===== src/blci_pkg.sv =====
`timescale 1ns / 1ps
// Shared types, constants and helpers for the line rasterizer with color interpolation.
// No dependencies; every other file refers to this package by scoped names.
package blci_pkg;

  localparam int FRAME_WIDTH     = 512;
  localparam int COLOR_FRAC_BITS = 16;
  localparam int BYTES_PER_PIXEL = 4;

  localparam int COORD_W   = 9;
  localparam int COLOR_W   = 8;
  localparam int ADDR_W    = 20;
  localparam int ERR_W     = 12;
  localparam int INC_S_W   = 11;
  localparam int STEPS_W   = 10;
  localparam int DVR_W     = COORD_W;
  localparam int ACC_W     = COLOR_W + COLOR_FRAC_BITS;
  localparam int STEP_W    = ACC_W + 1;
  localparam int DIV_CNT_W = $clog2(ACC_W + 1);
  localparam int NUM_CH    = 3;
  localparam int CH_W      = 2;

  localparam logic OP_START   = 1'b0;
  localparam logic OP_ADVANCE = 1'b1;

  typedef struct packed {
    logic               opcode;
    logic [COORD_W-1:0] start_x;
    logic [COORD_W-1:0] start_y;
    logic [COORD_W-1:0] end_x;
    logic [COORD_W-1:0] end_y;
    logic [COLOR_W-1:0] start_red;
    logic [COLOR_W-1:0] start_green;
    logic [COLOR_W-1:0] start_blue;
    logic [COLOR_W-1:0] start_alpha;
    logic [COLOR_W-1:0] end_red;
    logic [COLOR_W-1:0] end_green;
    logic [COLOR_W-1:0] end_blue;
  } in_word_t;

  typedef struct packed {
    logic [COORD_W-1:0] pixel_x;
    logic [COORD_W-1:0] pixel_y;
    logic [COLOR_W-1:0] pixel_red;
    logic [COLOR_W-1:0] pixel_green;
    logic [COLOR_W-1:0] pixel_blue;
    logic [COLOR_W-1:0] pixel_alpha;
    logic [ADDR_W-1:0]  byte_address;
    logic               last_pixel;
  } out_word_t;

  // Byte offset of the pixel's red byte, low ADDR_W bits kept.
  function automatic logic [ADDR_W-1:0] pixel_addr(input logic [COORD_W-1:0] x,
                                                   input logic [COORD_W-1:0] y);
    logic [31:0] a;
    a = 32'(x) * 32'(BYTES_PER_PIXEL) + 32'(y) * 32'(BYTES_PER_PIXEL * FRAME_WIDTH);
    return a[ADDR_W-1:0];
  endfunction

endpackage


===== src/bresenham_line_color_interp_unit.sv =====
`timescale 1ns / 1ps
// Line rasterizer for all octants with per-channel color interpolation.
// Depends on blci_pkg and blci_divider.
//
//   channel  ports                         word type
//   input    in_valid, in_stall, in_word   blci_pkg::in_word_t
//   output   out_valid, out_stall, out_word blci_pkg::out_word_t
//
// A start word emits its first pixel into the output register on the next cycle, then
// runs three divisions on the shared divider, and in_stall stays high while they run.
// A line whose endpoints match skips the divisions. An advance word steps the line and
// emits its next pixel into the output register.
// in_stall also rises while a finished word waits in the output register under out_stall.
// rst_n is synchronous and clears the sequencer, the step count, the active flag and out_valid.
module bresenham_line_color_interp_unit (
  input  logic                 clk,
  input  logic                 rst_n,
  input  logic                 in_valid,
  output logic                 in_stall,
  input  blci_pkg::in_word_t   in_word,
  output logic                 out_valid,
  input  logic                 out_stall,
  output blci_pkg::out_word_t  out_word
);

  localparam logic ST_IDLE = 1'b0;
  localparam logic ST_DIV  = 1'b1;

  localparam int COORD_W = blci_pkg::COORD_W;
  localparam int COLOR_W = blci_pkg::COLOR_W;
  localparam int ACC_W   = blci_pkg::ACC_W;
  localparam int STEP_W  = blci_pkg::STEP_W;
  localparam int ERR_W   = blci_pkg::ERR_W;
  localparam int CH_W    = blci_pkg::CH_W;
  localparam int NUM_CH  = blci_pkg::NUM_CH;

  // Sequencer and line state
  logic                         state_r;
  logic [CH_W-1:0]              ch_r;
  logic                         go_r;
  logic                         active_r;
  logic [blci_pkg::STEPS_W-1:0] steps_r;
  logic [COORD_W-1:0]           cur_x_r;
  logic [COORD_W-1:0]           cur_y_r;
  logic                         dxn_r;
  logic                         dyn_r;
  logic                         major_x_r;
  logic [ERR_W-1:0]             err_r;
  logic [blci_pkg::INC_S_W-1:0] inc_s_r;
  logic [ERR_W-1:0]             inc_d_r;
  logic [COLOR_W-1:0]           alpha_r;
  logic [blci_pkg::DVR_W-1:0]   major_r;
  logic [ACC_W-1:0]             acc_r   [NUM_CH];
  logic [STEP_W-1:0]            step_r  [NUM_CH];
  logic [COLOR_W-1:0]           dmag_r  [NUM_CH];
  logic                         dneg_r  [NUM_CH];
  logic                         out_valid_r;
  blci_pkg::out_word_t          out_word_r;

  logic                in_acc;
  logic                emit_start;
  logic                emit_adv;
  blci_pkg::out_word_t word_nxt;

  // Start setup
  logic [COORD_W-1:0] sx, sy, ex, ey, dx, dy, major, minor;
  logic               dxn, dyn, major_x;
  logic [COLOR_W-1:0] sc [NUM_CH];
  logic [COLOR_W-1:0] ec [NUM_CH];

  // Advance
  logic                         move_minor;
  logic [ERR_W-1:0]             err_nxt;
  logic [COORD_W-1:0]           x_nxt, y_nxt;
  logic [ACC_W-1:0]             acc_nxt [NUM_CH];
  logic [blci_pkg::STEPS_W-1:0] steps_nxt;

  // Divider
  logic             div_done;
  logic [ACC_W-1:0] div_q;
  logic [ACC_W-1:0] div_dividend;
  logic [STEP_W-1:0] step_nxt;

  assign in_stall   = (state_r == ST_DIV) || (out_valid_r && out_stall);
  assign in_acc     = in_valid && !in_stall;
  assign emit_start = in_acc && (in_word.opcode == blci_pkg::OP_START);
  assign emit_adv   = in_acc && (in_word.opcode == blci_pkg::OP_ADVANCE) && active_r;

  always_comb begin
    sx = in_word.start_x;
    sy = in_word.start_y;
    ex = in_word.end_x;
    ey = in_word.end_y;
    sc[0] = in_word.start_red;
    sc[1] = in_word.start_green;
    sc[2] = in_word.start_blue;
    ec[0] = in_word.end_red;
    ec[1] = in_word.end_green;
    ec[2] = in_word.end_blue;
    dxn = ex < sx;
    dyn = ey < sy;
    dx  = dxn ? sx - ex : ex - sx;
    dy  = dyn ? sy - ey : ey - sy;
    major_x = dy <= dx;
    major = major_x ? dx : dy;
    minor = major_x ? dy : dx;
  end

  always_comb begin
    move_minor = $signed(err_r) > $signed(ERR_W'(0));
    err_nxt    = err_r + (move_minor ? inc_d_r : ERR_W'(inc_s_r));
    x_nxt      = cur_x_r;
    y_nxt      = cur_y_r;
    if (major_x_r || move_minor) begin
      x_nxt = dxn_r ? cur_x_r - 1'b1 : cur_x_r + 1'b1;
    end
    if (!major_x_r || move_minor) begin
      y_nxt = dyn_r ? cur_y_r - 1'b1 : cur_y_r + 1'b1;
    end
    for (int k = 0; k < NUM_CH; k++) begin
      acc_nxt[k] = acc_r[k] + step_r[k][ACC_W-1:0];
    end
    steps_nxt = steps_r - 1'b1;
  end

  always_comb begin
    if (emit_start) begin
      word_nxt.pixel_x      = sx;
      word_nxt.pixel_y      = sy;
      word_nxt.pixel_red    = sc[0];
      word_nxt.pixel_green  = sc[1];
      word_nxt.pixel_blue   = sc[2];
      word_nxt.pixel_alpha  = in_word.start_alpha;
      word_nxt.byte_address = blci_pkg::pixel_addr(sx, sy);
      word_nxt.last_pixel   = major == '0;
    end else begin
      word_nxt.pixel_x      = x_nxt;
      word_nxt.pixel_y      = y_nxt;
      word_nxt.pixel_red    = acc_nxt[0][ACC_W-1 -: COLOR_W];
      word_nxt.pixel_green  = acc_nxt[1][ACC_W-1 -: COLOR_W];
      word_nxt.pixel_blue   = acc_nxt[2][ACC_W-1 -: COLOR_W];
      word_nxt.pixel_alpha  = alpha_r;
      word_nxt.byte_address = blci_pkg::pixel_addr(x_nxt, y_nxt);
      word_nxt.last_pixel   = steps_nxt == '0;
    end
  end

  assign div_dividend = {dmag_r[ch_r], {blci_pkg::COLOR_FRAC_BITS{1'b0}}};
  assign step_nxt     = dneg_r[ch_r] ? STEP_W'(0) - {1'b0, div_q} : {1'b0, div_q};

  blci_divider u_div (
    .clk      (clk),
    .rst_n    (rst_n),
    .start    (go_r),
    .dividend (div_dividend),
    .divisor  (major_r),
    .done     (div_done),
    .quotient (div_q)
  );

  // Control state
  always_ff @(posedge clk) begin
    if (!rst_n) begin
      state_r     <= ST_IDLE;
      ch_r        <= '0;
      go_r        <= 1'b0;
      active_r    <= 1'b0;
      steps_r     <= '0;
      out_valid_r <= 1'b0;
    end else begin
      go_r <= 1'b0;
      case (state_r)
        ST_IDLE: begin
          if (emit_start && major != '0) begin
            state_r <= ST_DIV;
            ch_r    <= '0;
            go_r    <= 1'b1;
          end
        end
        ST_DIV: begin
          if (div_done) begin
            if (ch_r == CH_W'(NUM_CH - 1)) begin
              state_r <= ST_IDLE;
            end else begin
              ch_r <= ch_r + 1'b1;
              go_r <= 1'b1;
            end
          end
        end
        default: begin
          state_r <= ST_IDLE;
        end
      endcase

      if (emit_start) begin
        steps_r  <= blci_pkg::STEPS_W'(major);
        active_r <= major != '0;
      end else if (emit_adv) begin
        steps_r  <= steps_nxt;
        active_r <= steps_nxt != '0;
      end

      if (emit_start || emit_adv) begin
        out_valid_r <= 1'b1;
      end else if (!out_stall) begin
        out_valid_r <= 1'b0;
      end
    end
  end

  // Line data path
  always_ff @(posedge clk) begin
    if (emit_start) begin
      cur_x_r   <= sx;
      cur_y_r   <= sy;
      dxn_r     <= dxn;
      dyn_r     <= dyn;
      major_x_r <= major_x;
      err_r     <= ERR_W'({minor, 1'b0}) - ERR_W'(major);
      inc_s_r   <= blci_pkg::INC_S_W'({minor, 1'b0});
      inc_d_r   <= ERR_W'({minor, 1'b0}) - ERR_W'({major, 1'b0});
      alpha_r   <= in_word.start_alpha;
      major_r   <= major;
      for (int k = 0; k < NUM_CH; k++) begin
        acc_r[k]  <= {sc[k], {blci_pkg::COLOR_FRAC_BITS{1'b0}}};
        step_r[k] <= '0;
        dneg_r[k] <= ec[k] < sc[k];
        dmag_r[k] <= (ec[k] < sc[k]) ? sc[k] - ec[k] : ec[k] - sc[k];
      end
    end else if (emit_adv) begin
      cur_x_r <= x_nxt;
      cur_y_r <= y_nxt;
      err_r   <= err_nxt;
      for (int k = 0; k < NUM_CH; k++) begin
        acc_r[k] <= acc_nxt[k];
      end
    end else if (state_r == ST_DIV && div_done) begin
      step_r[ch_r] <= step_nxt;
    end
  end

  // Hold the word while stalled
  always_ff @(posedge clk) begin
    if (emit_start || emit_adv) begin
      out_word_r <= word_nxt;
    end
  end

  assign out_valid = out_valid_r;
  assign out_word  = out_word_r;

  a_done_in_div: assert property (@(posedge clk) disable iff (!rst_n)
    div_done |-> state_r == ST_DIV)
    else $error("divider finished outside the division phase");

  a_stall_in_div: assert property (@(posedge clk) disable iff (!rst_n)
    state_r == ST_DIV |-> in_stall)
    else $error("input open while color steps are computed");

  a_adv_has_steps: assert property (@(posedge clk) disable iff (!rst_n)
    emit_adv |-> steps_r != '0)
    else $error("advance on a line with no steps left");

  a_last_ends_line: assert property (@(posedge clk) disable iff (!rst_n)
    (emit_start || emit_adv) && word_nxt.last_pixel |=> !active_r && out_valid_r)
    else $error("last pixel did not end the line");

endmodule


===== src/blci_divider.sv =====
`timescale 1ns / 1ps
// Restoring unsigned divider, one quotient bit per cycle, shared by the color channels.
// Depends on blci_pkg for widths.
module blci_divider (
  input  logic                       clk,
  input  logic                       rst_n,
  input  logic                       start,
  input  logic [blci_pkg::ACC_W-1:0] dividend,
  input  logic [blci_pkg::DVR_W-1:0] divisor,
  output logic                       done,
  output logic [blci_pkg::ACC_W-1:0] quotient
);

  logic                           busy_r;
  logic                           done_r;
  logic [blci_pkg::DIV_CNT_W-1:0] cnt_r;
  logic [blci_pkg::ACC_W-1:0]     dvd_r;
  logic [blci_pkg::DVR_W-1:0]     rem_r;
  logic [blci_pkg::DVR_W-1:0]     dvr_r;

  logic [blci_pkg::DVR_W:0] rem_sh;
  logic [blci_pkg::DVR_W:0] rem_sub;
  logic                     fits;

  assign rem_sh  = {rem_r, dvd_r[blci_pkg::ACC_W-1]};
  assign fits    = rem_sh >= {1'b0, dvr_r};
  assign rem_sub = rem_sh - {1'b0, dvr_r};

  always_ff @(posedge clk) begin
    if (!rst_n) begin
      busy_r <= 1'b0;
      done_r <= 1'b0;
      cnt_r  <= '0;
    end else begin
      done_r <= 1'b0;
      if (start) begin
        busy_r <= 1'b1;
        cnt_r  <= blci_pkg::DIV_CNT_W'(blci_pkg::ACC_W);
      end else if (busy_r) begin
        cnt_r <= cnt_r - 1'b1;
        if (cnt_r == blci_pkg::DIV_CNT_W'(1)) begin
          busy_r <= 1'b0;
          done_r <= 1'b1;
        end
      end
    end
  end

  // Quotient bits shift in at the bottom as dividend bits leave the top.
  always_ff @(posedge clk) begin
    if (start) begin
      dvd_r <= dividend;
      rem_r <= '0;
      dvr_r <= divisor;
    end else if (busy_r) begin
      dvd_r <= {dvd_r[blci_pkg::ACC_W-2:0], fits};
      rem_r <= fits ? rem_sub[blci_pkg::DVR_W-1:0] : rem_sh[blci_pkg::DVR_W-1:0];
    end
  end

  assign done     = done_r;
  assign quotient = dvd_r;

endmodule

===== config.mk =====
export PLATFORM = sky130hd
export DESIGN_NAME = bresenham_line_color_interp_unit
export DESIGN_NICKNAME = d
export VERILOG_FILES = /design/src/blci_pkg.sv /design/src/bresenham_line_color_interp_unit.sv /design/src/blci_divider.sv
export SDC_FILE = /design/constraint.sdc
export NUM_CORES = 1
export LEC_CHECK = 0
export BUFFER_PORTS_ARGS = -buffer_cell sky130_fd_sc_hd__buf_2
export CORE_ASPECT_RATIO = 1.4
export CORE_UTILIZATION = 65
export DETAILED_ROUTE_END_ITERATION = 7
export GPL_TIMING_DRIVEN = 0
export PLACE_DENSITY = 0.95
export SLEW_MARGIN = 20
export SYNTH_ARGS = -nofsm -noshare
export SYNTH_HDL_FRONTEND = slang
export SYNTH_SLANG_ARGS = --single-unit

===== constraint.sdc =====
create_clock -name clk -period 17.5 [get_ports clk]
set_input_delay 3.5 -clock clk [delete_from_list [all_inputs] [get_ports clk]]
set_output_delay 3.5 -clock clk [all_outputs]
set_load 0.1 [all_outputs]

Yosys cells after proc, flatten, opt, wreduce, memory -nomap -nowiden
Memories as Yosys holds them, arrays and structs flattened. A register that Yosys moved wholly into a read port is not among the register bits.
Index checks and enable logic that the tools add are counted.
- RAM bits: 174
- memories kept: 4
- bits of input ports: 97
- bits in registers: 207
- logic and storage cells: 173
- memory list (name ; words ; bits a word ; rd ports ; clocked after Yosys merged registers in ; write ports ; RTL line ; source):
    step_r ; 3 ; 25 ; 3 ; 0 ; 3 ; bresenham_line_color_interp_unit.sv:54 ; logic [STEP_W-1:0] step_r [NUM_CH];
    acc_r ; 3 ; 24 ; 3 ; 0 ; 3 ; bresenham_line_color_interp_unit.sv:53 ; logic [ACC_W-1:0] acc_r [NUM_CH];
    dmag_r ; 3 ; 8 ; 1 ; 1 ; 3 ; bresenham_line_color_interp_unit.sv:55 ; logic [COLOR_W-1:0] dmag_r [NUM_CH];
    dneg_r ; 3 ; 1 ; 1 ; 1 ; 3 ; bresenham_line_color_interp_unit.sv:56 ; logic dneg_r [NUM_CH];
- bitwise gates (word level): 7
- equal/unequal tests: 6
- order comparisons: 8
- $add $sub $neg: 27
- reductions and logical operators: 24
- multiplexer cells: 64
- operators with widths (kind ; number):
    two-way mux 9 bit ; 15
    two-way mux 24 bit ; 5
    adder 24 bit ; 3
    two-way mux 71 bit ; 1
    two-way mux 25 bit ; 2
    subtractor 8 bit ; 6
    subtractor 9 bit ; 5
    adder 11 x 20 -> 20 bit ; 2
    two-way mux 12 bit ; 3
    OR reduction 25 bit ; 1
    subtractor 1 x 24 -> 25 bit, first input constant ; 1
    less-than comparator 8 bit ; 3
    two-way mux 8 bit ; 3
    two-way mux 1 bit ; 22
    adder 9 x 1 -> 9 bit, second input constant ; 2
    less-than comparator 9 bit ; 2
    subtractor 9 x 1 -> 9 bit, second input constant ; 2
    two-way mux 2 bit ; 8
    adder 12 bit ; 1
    greater-than comparator 12 x 1 -> 1 bit, second input constant ; 1
    subtractor 10 x 10 -> 11 bit ; 1
    subtractor 10 x 9 -> 11 bit ; 1
    greater-or-equal comparator 10 x 9 -> 1 bit ; 1
    logical NOT 10 bit ; 1
    23 further kinds ; 44

Depth between registers and ports, before layout
Gate-level depths: netlist of run 1.
- depth in word-level cells: 11
- mapped depth: 31
- mapped depth without buffers: 29

Modules after synthesis
A second synthesis of run 1 with hierarchy kept.
- cells, all modules: 2241
- area, all modules: 22865.7 um^2
- by module, submodules not included (module ; seq. area each (um^2) ; instances ; area each (um^2) ; cells each):
    bresenham_line_color_interp_unit ; 8558.2 ; 1 ; 20393.3 ; 2042
    blci_divider ; 1311.3 ; 1 ; 2472.4 ; 199

Worst setup path before layout of run 1
Ideal clock, no wire load.
- path type: input -> register
- start point: in in_word[83] (netlist bit)
- end point: reg err_r[8], data pin
- path slack: 8.186 ns
- cell stages on the path: 31
- required time: 17.231 ns
- arrival: 9.045 ns
- path buffers: 3
- cells stage by stage: inv_1 -> ha_1 -> inv_1 -> fa_1 -> a21o_1 -> a21o_1 -> a21oi_1 -> nand3_1 -> a311oi_2 -> xnor2_1 -> ha_1 -> buf_2 -> a21oi_1 -> o22ai_1 -> a2111oi_2 -> o21ba_2 -> nor2_1 -> inv_1 -> buf_2 -> clkbuf_1 -> nor2_1 -> nor2_1 -> fa_1 -> inv_1 -> a21o_1 -> maj3_1 -> mux2i_4 -> o211ai_1 -> a21oi_1 -> xor2_1 -> o21ai_0
- word-level cells in the longest chain between the ends: 6
- elaborated cells on any way between the ends: 9
- those cells by class: 3 x add/sub; 2 x order compare; 4 x mux
- RTL lines (what ; RTL line ; source):
    start: declaration ; bresenham_line_color_interp_unit.sv:20 ; input blci_pkg::in_word_t in_word,
    subtractor 9 bit or less-than comparator 9 bit (tied branches) ; bresenham_line_color_interp_unit.sv:102, bresenham_line_color_interp_unit.sv:100 ;
    two-way mux 9 bit * ; bresenham_line_color_interp_unit.sv:102 ; dx = dxn ? sx - ex : ex - sx;
    less-or-equal comparator 9 bit * ; bresenham_line_color_interp_unit.sv:104 ; major_x = dy <= dx;
    net major_x ; bresenham_line_color_interp_unit.sv:67 ; logic dxn, dyn, major_x;
    two-way mux 9 bit * ; bresenham_line_color_interp_unit.sv:105 ; major = major_x ? dx : dy;
    net major[1] ; bresenham_line_color_interp_unit.sv:66 ; logic [COORD_W-1:0] sx, sy, ex, ey, dx, dy, major, minor;
    subtractor 10 x 9 -> 11 bit * ; bresenham_line_color_interp_unit.sv:219 ; err_r <= ERR_W'({minor, 1'b0}) - ERR_W'(major);
    two-way mux 12 bit * ; bresenham_line_color_interp_unit.sv:213 ; if (emit_start) begin
    end signal: assignment ; bresenham_line_color_interp_unit.sv:219 ;
    end signal: assignment ; bresenham_line_color_interp_unit.sv:233 ; err_r <= err_nxt;
    end: declaration ; bresenham_line_color_interp_unit.sv:48 ; logic [ERR_W-1:0] err_r;
Mark *: on every way through the listed nets, which the timed path passes. The rest lies on a longest branch.
A chain may end at the register's enable or synchronous reset.

Worst setup path in the final report of run 1
- start point: in in_word[82] (netlist bit)
- end point: reg err_r[8], data pin
- word-level cells in the longest chain between the ends: 6
- elaborated cells on any way between the ends: 9
- those cells by class: 3 x add/sub; 2 x order compare; 4 x mux
- RTL lines (what ; RTL line ; source):
    subtractor 9 bit or less-than comparator 9 bit (tied branches) ; bresenham_line_color_interp_unit.sv:103, bresenham_line_color_interp_unit.sv:101 ;
    two-way mux 9 bit * ; bresenham_line_color_interp_unit.sv:103 ; dy = dyn ? sy - ey : ey - sy;
    less-or-equal comparator 9 bit * ; bresenham_line_color_interp_unit.sv:104 ;
    net major_x ; bresenham_line_color_interp_unit.sv:67 ;
    two-way mux 9 bit * ; bresenham_line_color_interp_unit.sv:105 ;
    net major[1] ; bresenham_line_color_interp_unit.sv:66 ;
    subtractor 10 x 9 -> 11 bit * ; bresenham_line_color_interp_unit.sv:219 ;
    two-way mux 12 bit * ; bresenham_line_color_interp_unit.sv:213 ;
Marks and branches as above.

==> summary.md, run 1 <==
| Metric | Value |
|---|---|
| Tcrit/Tclk final | 59.4% |
| CP top delay family | compound AO/OA/AOI/OAI gates |
| CTS Sinks | 340 |
| # Max-Cap Violations | 0 |
| Arrival time worst endpoint | 10640 ps |
| Post-CTS sizing | 0 |
| Fillers | around 2300 |
| Peak supply drop | between 0.0001 and 0.00015 V |
| Die H | about 220 um |
| GRT overflow | 0 |
| I/O Pins | between 150 and 200 |
| First-pass GRT wire length | 98800 um |
| Async SR Flop Fraction | 0% |
| Final Max Tran Viols | 0 |
| FF+latch count, synth | 340 |
| Starting density of the core | 65.9% |
| Top cell type by total area after synthesis | edfxtp_1 |
| Vias/cell | between 6 and 7 |
| Gate count after technology mapping | 2317 |
| Antenna viol nets, final | 0 |
| Final setup fails | 0 |
| Final hold viol count | 0 |
| Synth top area share | roughly 38% |
| Startpoint types | primary input |
| DRC viols | 0 |
| H-tree depth | 2 |
| Pwr Total | approximately 3100 uW |
| Max incr delay on CP | between 500 and 600 ps |
| Root Driver | clkbuf_16 |
| 1st-pass router iterations | 7 |
| Top fanout value on the critical path | 10 |
| Setup TNS | 0 ps |
| Worst Path Required | 17740 ps |
| Part of the Yosys area used for sequential elements | a little over two fifths |
| Clock Tree Buf Depth | 3 |
| Status | finished, final reports clean |
| Tmin final | between 10000 and 15000 ps |
| Vias in the first global route | 19500 |
| Predominant post-synthesis flop cell | edfxtp_1 |
| Power density cells | ~120 mW/mm2 |
| Syn. warnings | 0 |
| Largest net degree at the start of global routing | 63 |
| Min-Delay Path Class | flip-flop to flip-flop |
| RD Place Congestion | between 0.9 and 1 |
| Layout cells sized above 1 | between 10% and 20% |
| DR vias | 19200 |
| # placed instances | 2944 |
| Initial drt markers | approximately 1800 |
| Nets@finish | 2846 |
| Synth cell types | 103 |
| Hold_buf cts | 0 |
| Core area | between 0.03 and 0.04 mm2 |
| Ranking of synthesized cells by area | edfxtp_1 (38%), ha_1 (11%), dfxtp_1 (4.4%) |
| Die area | roughly 0.036 mm2 |
| Final WL | about 64000 um |
| Dpl hpwl | approximately 47000 um |
| Cell Count, Final, Fillers Out | about 3000 |
| P&R area growth vs syn | 11.7% |
| Worst-margin pin slew | ~1100 ps |
| Leakage | roughly 0.011 uW |
| Top-count cell post-synth | edfxtp_1 |
| Cell area after synthesis | 0.0230 mm2 |
| Setup CP Type | primary input to flip-flop |
| Die W | ~160 um |
| Hold Path Depth | 0 |
| CTS Buf Count | 35 |
| CTS tree | yes |
| Worst R2R Path Depth | 7 |
| Fmax | about 96 MHz |
| Worst-skew pair later-pin latency | between 500 and 600 ps |
| Endpoint type of the worst setup path | flip-flop |
| RSZ-0062 raised after global routing | no |
| Max_slew headroom | between 20% and 30% |
| EDFF count, synth | 290 |
| DR WL/cell | 21.2 um |
| # rows | between 80 and 90 |
| Skew final | roughly 26 ps |
| Post-CTS Setup Inserts | 0 |
| Total Routing Usage GR | about a third |
| Initial antenna violation count | 2 |
| Input/output buffers | about 170 |
| Clk slew on worst S/H paths | 60 ps |
| Critical path depth | 30 |
| Slowest CP cell | a211oi_1 |
| Synthesized area per cell | around 9.9 um2 |
| Buf+Inv Stages, Crit Path | 8 |
| Synth top cells by count | edfxtp_1 (290), nor2_1 (238), inv_1 (207) |
==> cell families (layout without fill, tap and decap cells) <==
family,Yosys count,after routing,share of synthesized area (%)
and+or+nand+nor,620,620,12.3
other,1,3,0.0163
adders and majority gates,226,226,12.9
AOI/OAI and AO/OA,583,583,16.7
buffers and inverters,298,532,5.34
xor gates and xnor gates,151,151,5.86
DFF,340,340,42.3
muxes,98,98,4.62
==> state kept, by name (all words and copies together) (netlist names), 2 cells and up, named ones only <==
register,cells
step_r,72
inc_d_r,10
cur_x_r,8
major_r,9
out_word,35
acc_r,72
err_r,12
u_div.dvr_r,9
u_div.quotient,24
steps_r,10
dmag_r,24
ch_r,2
u_div.rem_r,9
u_div.cnt_r,5
alpha_r,8
cur_y_r,8
inc_s_r,9
dneg_r,3
==> worst paths after layout <==
check | startpoint | end | slack (ps)
hold / removal | major_r[1] | u_div.dvr_r[1] | 420
hold reg to reg | major_r[1] | u_div.dvr_r[1] | 420
setup / recovery | in_word[82] | err_r[8] | 7100
setup reg to reg | state_r | step_r[2][6] | 12860
==> layer usage <==
| layer | share of wire [%] | up-vias | GRT usage [%] |
|---|---|---|---|
| met4 | 7.7 | 0 | 26.0 |
| met3 | 8.2 | 337 | 6.34 |
| li1 | - | 8700 | - |
| met2 | 50 | 1137 | 61.7 |
| met5 | 0 | - | 0 |
| met1 | 34 | 9007 | 37.1 |
==> layout by cell type (no fill, tap or decap), types with 15 or more instances in the layout <==
master / instances
o22ai_1: 21
nor3_1: 46
xnor2_1: 85
a31oi_1: 16
xor2_1: 63
clkbuf_16: 37
o21a_1: 27
o21bai_1: 20
nand2b_1: 17
edfxtp_1: 290
mux2i_1: 52
dfxtp_1: 50
nand2_1: 167
buf_2: 172
a21o_1: 70
clkbuf_1: 55
ha_1: 206
mux2_2: 44
a21boi_0: 15
a21oi_1: 157
nor2_1: 238
buf_4: 21
nor2b_1: 37
fa_1: 18
a211oi_1: 20
nand3_1: 26
inv_1: 206
o21ai_0: 128
==> cell type report <==
cell class                      count  area [um2]  area share (%)
Buffer                             88         434            1.69
Multi-Input combinational cell   1680       12000            46.9
Sequential cell                   340        9710            37.9
Tap cell                          456         571            2.22
Inverter                          210         798            3.11
Timing Repair Buffer              170         911            3.55
Clock inverter                     13         141           0.551
Clock buffer                       51        1040            4.05
Antenna cell                        1        2.50         0.00976
==> stage by stage <==
stage               hold slack [ps]  area, um2  worst slack, ps  utilization [%]
detailed placement              405      24500             6800             70.2
global route                    425      25600             6790             73.6
finish                          415      25600             7100             73.6
CTS                             416      25600             7270             73.5
floorplan                       400      23000             8190                -
global placement                402      24400             7040             69.9
==> power by group <==
part,switching [uW],total (uW),leakage (uW),internal (uW)
registers,51.1,1050,0.00316,1000
clock network,333,780,0.000575,447
logic,843,1300,0.00722,461
==> worst register-to-register path, stage by stage (launching register included) <==
cell      delay (ps)
dfxtp_1          500
a21oi_1          150
nand2_1          110
or2_2            170
clkbuf_1         600
clkbuf_1         770
clkbuf_1         840
nand2_1          960
No activity file was read; power rests on OpenSTA's default activity.
==> inputs of run 2 (changes only) <==
--- a/config.mk
+++ b/config.mk
@@ -7,10 +7,10 @@
 export LEC_CHECK = 0
 export BUFFER_PORTS_ARGS = -buffer_cell sky130_fd_sc_hd__buf_2
 export CORE_ASPECT_RATIO = 1.4
-export CORE_UTILIZATION = 65
+export CORE_UTILIZATION = 56
 export DETAILED_ROUTE_END_ITERATION = 7
 export GPL_TIMING_DRIVEN = 0
-export PLACE_DENSITY = 0.95
+export PLACE_DENSITY = 0.88
 export SLEW_MARGIN = 20
 export SYNTH_ARGS = -nofsm -noshare
 export SYNTH_HDL_FRONTEND = slang
==> constraint.sdc (replaced) <==
create_clock -name clk -period 8.7 [get_ports clk]
set_input_delay 1.74 -clock clk [delete_from_list [all_inputs] [get_ports clk]]
set_output_delay 1.74 -clock clk [all_outputs]
set_load 0.1 [all_outputs]
==> run 2 against run 1 <==
Effect of this change: sequential share of layout area shrank 0.12 points; largest power group unchanged; critical endpoint unchanged; core utilization shrank 9.9 points; critical path type unchanged; first-iteration DRC count shrank 20%; critical path depth shrank 1; largest cell class unchanged.
==> summary.md, run 2 (synthesized netlist as in run 1, its figures left out) <==
| Metric | Value |
|---|---|
| Pwr Total | just over 6000 uW |
| I/O Pins | 170 |
| Fillers | ~3000 |
| Final Max Tran Viols | 0 |
| Power density cells | ~240 mW/mm2 |
| Die area | between 0.04 and 0.05 mm2 |
| DR WL/cell | 20.2 um |
| Sequential share of power | between 30% and 40% |
| Reg2Reg Setup Slack | 4260 ps |
| DR vias | ~19000 |
| RD Place Congestion | between 0.9 and 1 |
| Peak supply drop | about 0.00018 V |
| Die H | between 200 and 250 um |
| Commonest non-fill, non-tap cells in the layout | edfxtp_1 (290), nor2_1 (238), inv_1 (206), ha_1 (206), buf_2 (172) |
| R2R Path Start | state_r |
| Vias in the first global route | 19200 |
| Hold endpoint | u_div.dvr_r[0] |
| CTS Sinks | 340 |
| Max incr delay on CP | between 400 and 500 ps |
| Hold_buf cts | 0 |
| Met3 Track Usage GR | 4.86% |
| Total Routing Usage GR | a little under 30% |
| P&R area growth vs syn | 12.0% |
| Gr busiest metal | met2 |
| Top fanout value on the critical path | 10 |
| Root Driver | clkbuf_16 |
| Hold Path Depth | 0 |
| Internal power | roughly 3800 uW |
| Dpl hpwl | 47100 um |
| Input/output buffers | about 170 |
| # rows | 87 |
| Antenna viol nets, final | 0 |
| Endpoint type of the worst setup path | flip-flop |
| Worst reg2reg path endpoint | step_r[2][22] |
| Tmin final | slightly above 8000 ps |
| Worst Path Required | about 9000 ps |
| # Max-Cap Violations | 0 |
| Vias/cell | a little over 6 |
| Cell Count, Final, Fillers Out | just over 3000 |
| Status | finished, final reports clean |
| Startpoint types | primary input |
| Min-Delay Path Class | flip-flop to flip-flop |
| 1st-pass router iterations | 6 |
| Comb pwr share | 40.9% |
| Net Sw Power | approximately 2400 uW |
| # placed instances | between 3000 and 4000 |
| Switching share of power | 38.3% |
| Worst-skew pair later-pin latency | approximately 540 ps |
| Final hold viol count | 0 |
| Skew final | around 13 ps |
| H-tree depth | 2 |
| Largest net degree at the start of global routing | 70 |
| Worst R2R Path Depth | 7 |
| Setup CP Type | primary input to flip-flop |
| Tcrit/Tclk final | 93.4% |
| DRC viols | 0 |
| Core area | 0.0404 mm2 |
| Starting density of the core | 56.9% |
| First-pass GRT wire length | ~100000 um |
| Initial drt markers | approximately 1400 |
| Post-CTS Setup Inserts | 0 |
| Leakage | roughly 0.011 uW |
| CTS tree | yes |
| Clock network power share | between 20% and 30% |
| Most common cell after layout, fill and taps aside | edfxtp_1 |
| Met1 Usage GRT | between 30% and 40% |
| Clk slew on worst S/H paths | around 60 ps |
| CTS Buf Count | 35 |
| Hold_sp | major_r[0] |
| Clock Tree Buf Depth | 3 |
| Met2 Resource Use GR | a little over half |
| Layout cells sized above 1 | a little over an eighth |
| Max_slew headroom | 25.7% |
| Slowest CP cell | ha_1 |
| Fmax | 123 MHz |
| GRT overflow | 0 |
| Arrival time worst endpoint | about 8400 ps |
| RSZ-0062 raised after global routing | no |
| Final setup fails | 0 |
| Initial antenna violation count | 4 |
| Worst-margin pin slew | between 1000 and 1500 ps |
| Die W | around 170 um |
| Nets@finish | between 2000 and 3000 |
| Final WL | 62200 um |
==> run 2: worst max path at each step <==
stage | end | slack, ps | cells after the start | startpoint
floorplan | err_r[8] | 1150 | 31 | in_word[83]
global placement | err_r[8] | -50 | 30 | in_word[82]
detailed placement | err_r[8] | -190 | 30 | in_word[82]
CTS | err_r[8] | 330 | 30 | in_word[82]
global route | err_r[8] | 120 | 31 | in_word[83]
finish | err_r[8] | 570 | 29 | in_word[82]
==> run 2: repair_timing <==
item	in CTS	in global routing
resized for setup	0	1
hold endpoints to repair	0	0
endpoints found under the setup margin	0	4
==> run 2: worst max-delay path, delay by kind of cell <==
| family | cells | cell delay [ps] |
|---|---|---|
| compound gates | 12 | 2440 |
| xor+xnor | 2 | 470 |
| buf+inv | 7 | 1460 |
| mux | 1 | 240 |
| fa+ha+maj | 4 | 1490 |
| simple gates | 3 | 550 |
==> run 2: area by class of cell <==
cell class / instances / area, um2 / area share, %
timing repair buffer: 170 / 903 / 3.51
clock buffer: 46 / 960 / 3.73
clock inverter: 17 / 208 / 0.807
multi-input combinational: 1680 / 12000 / 46.8
antenna: 1 / 2.50 / 0.00973
buffer: 87 / 430 / 1.67
sequential: 340 / 9710 / 37.7
inverter: 210 / 798 / 3.10
tap: 534 / 668 / 2.60
==> run 2: metal layers <==
metal	share of wire (%)	vias up
li1	-	8684
met1	35	8862
met2	51	855
met3	6.8	252
met4	6.9	6
met5	0.055	-
==> run 2: through the flow <==
| stage | setup WS [ps] | hold slack (ps) | utilization [%] | instance area (um2) | setup TNS (ps) |
|---|---|---|---|---|---|
| after floorplan | 1150 | 400 | - | 23000 | 0 |
| after global placement | -53.6 | 402 | 60.6 | 24500 | -56.4 |
| after detailed placement | -194 | 406 | 60.8 | 24600 | -312 |
| after CTS | 335 | 413 | 63.7 | 25700 | 0 |
| after global routing | 118 | 417 | 63.7 | 25700 | 0 |
| final | 571 | 413 | 63.7 | 25700 | 0 |
==> run 2: power by group through the flow <==
stage	registers, uW	clock network (uW)	logic [uW]
2_1_floorplan	2300	0	1760
3_3_place_gp	2140	0	2400
3_5_place_dp	2140	0	2490
4_1_cts	2110	1570	2520
5_1_grt	2130	1630	2760
6_report	2110	1570	2550
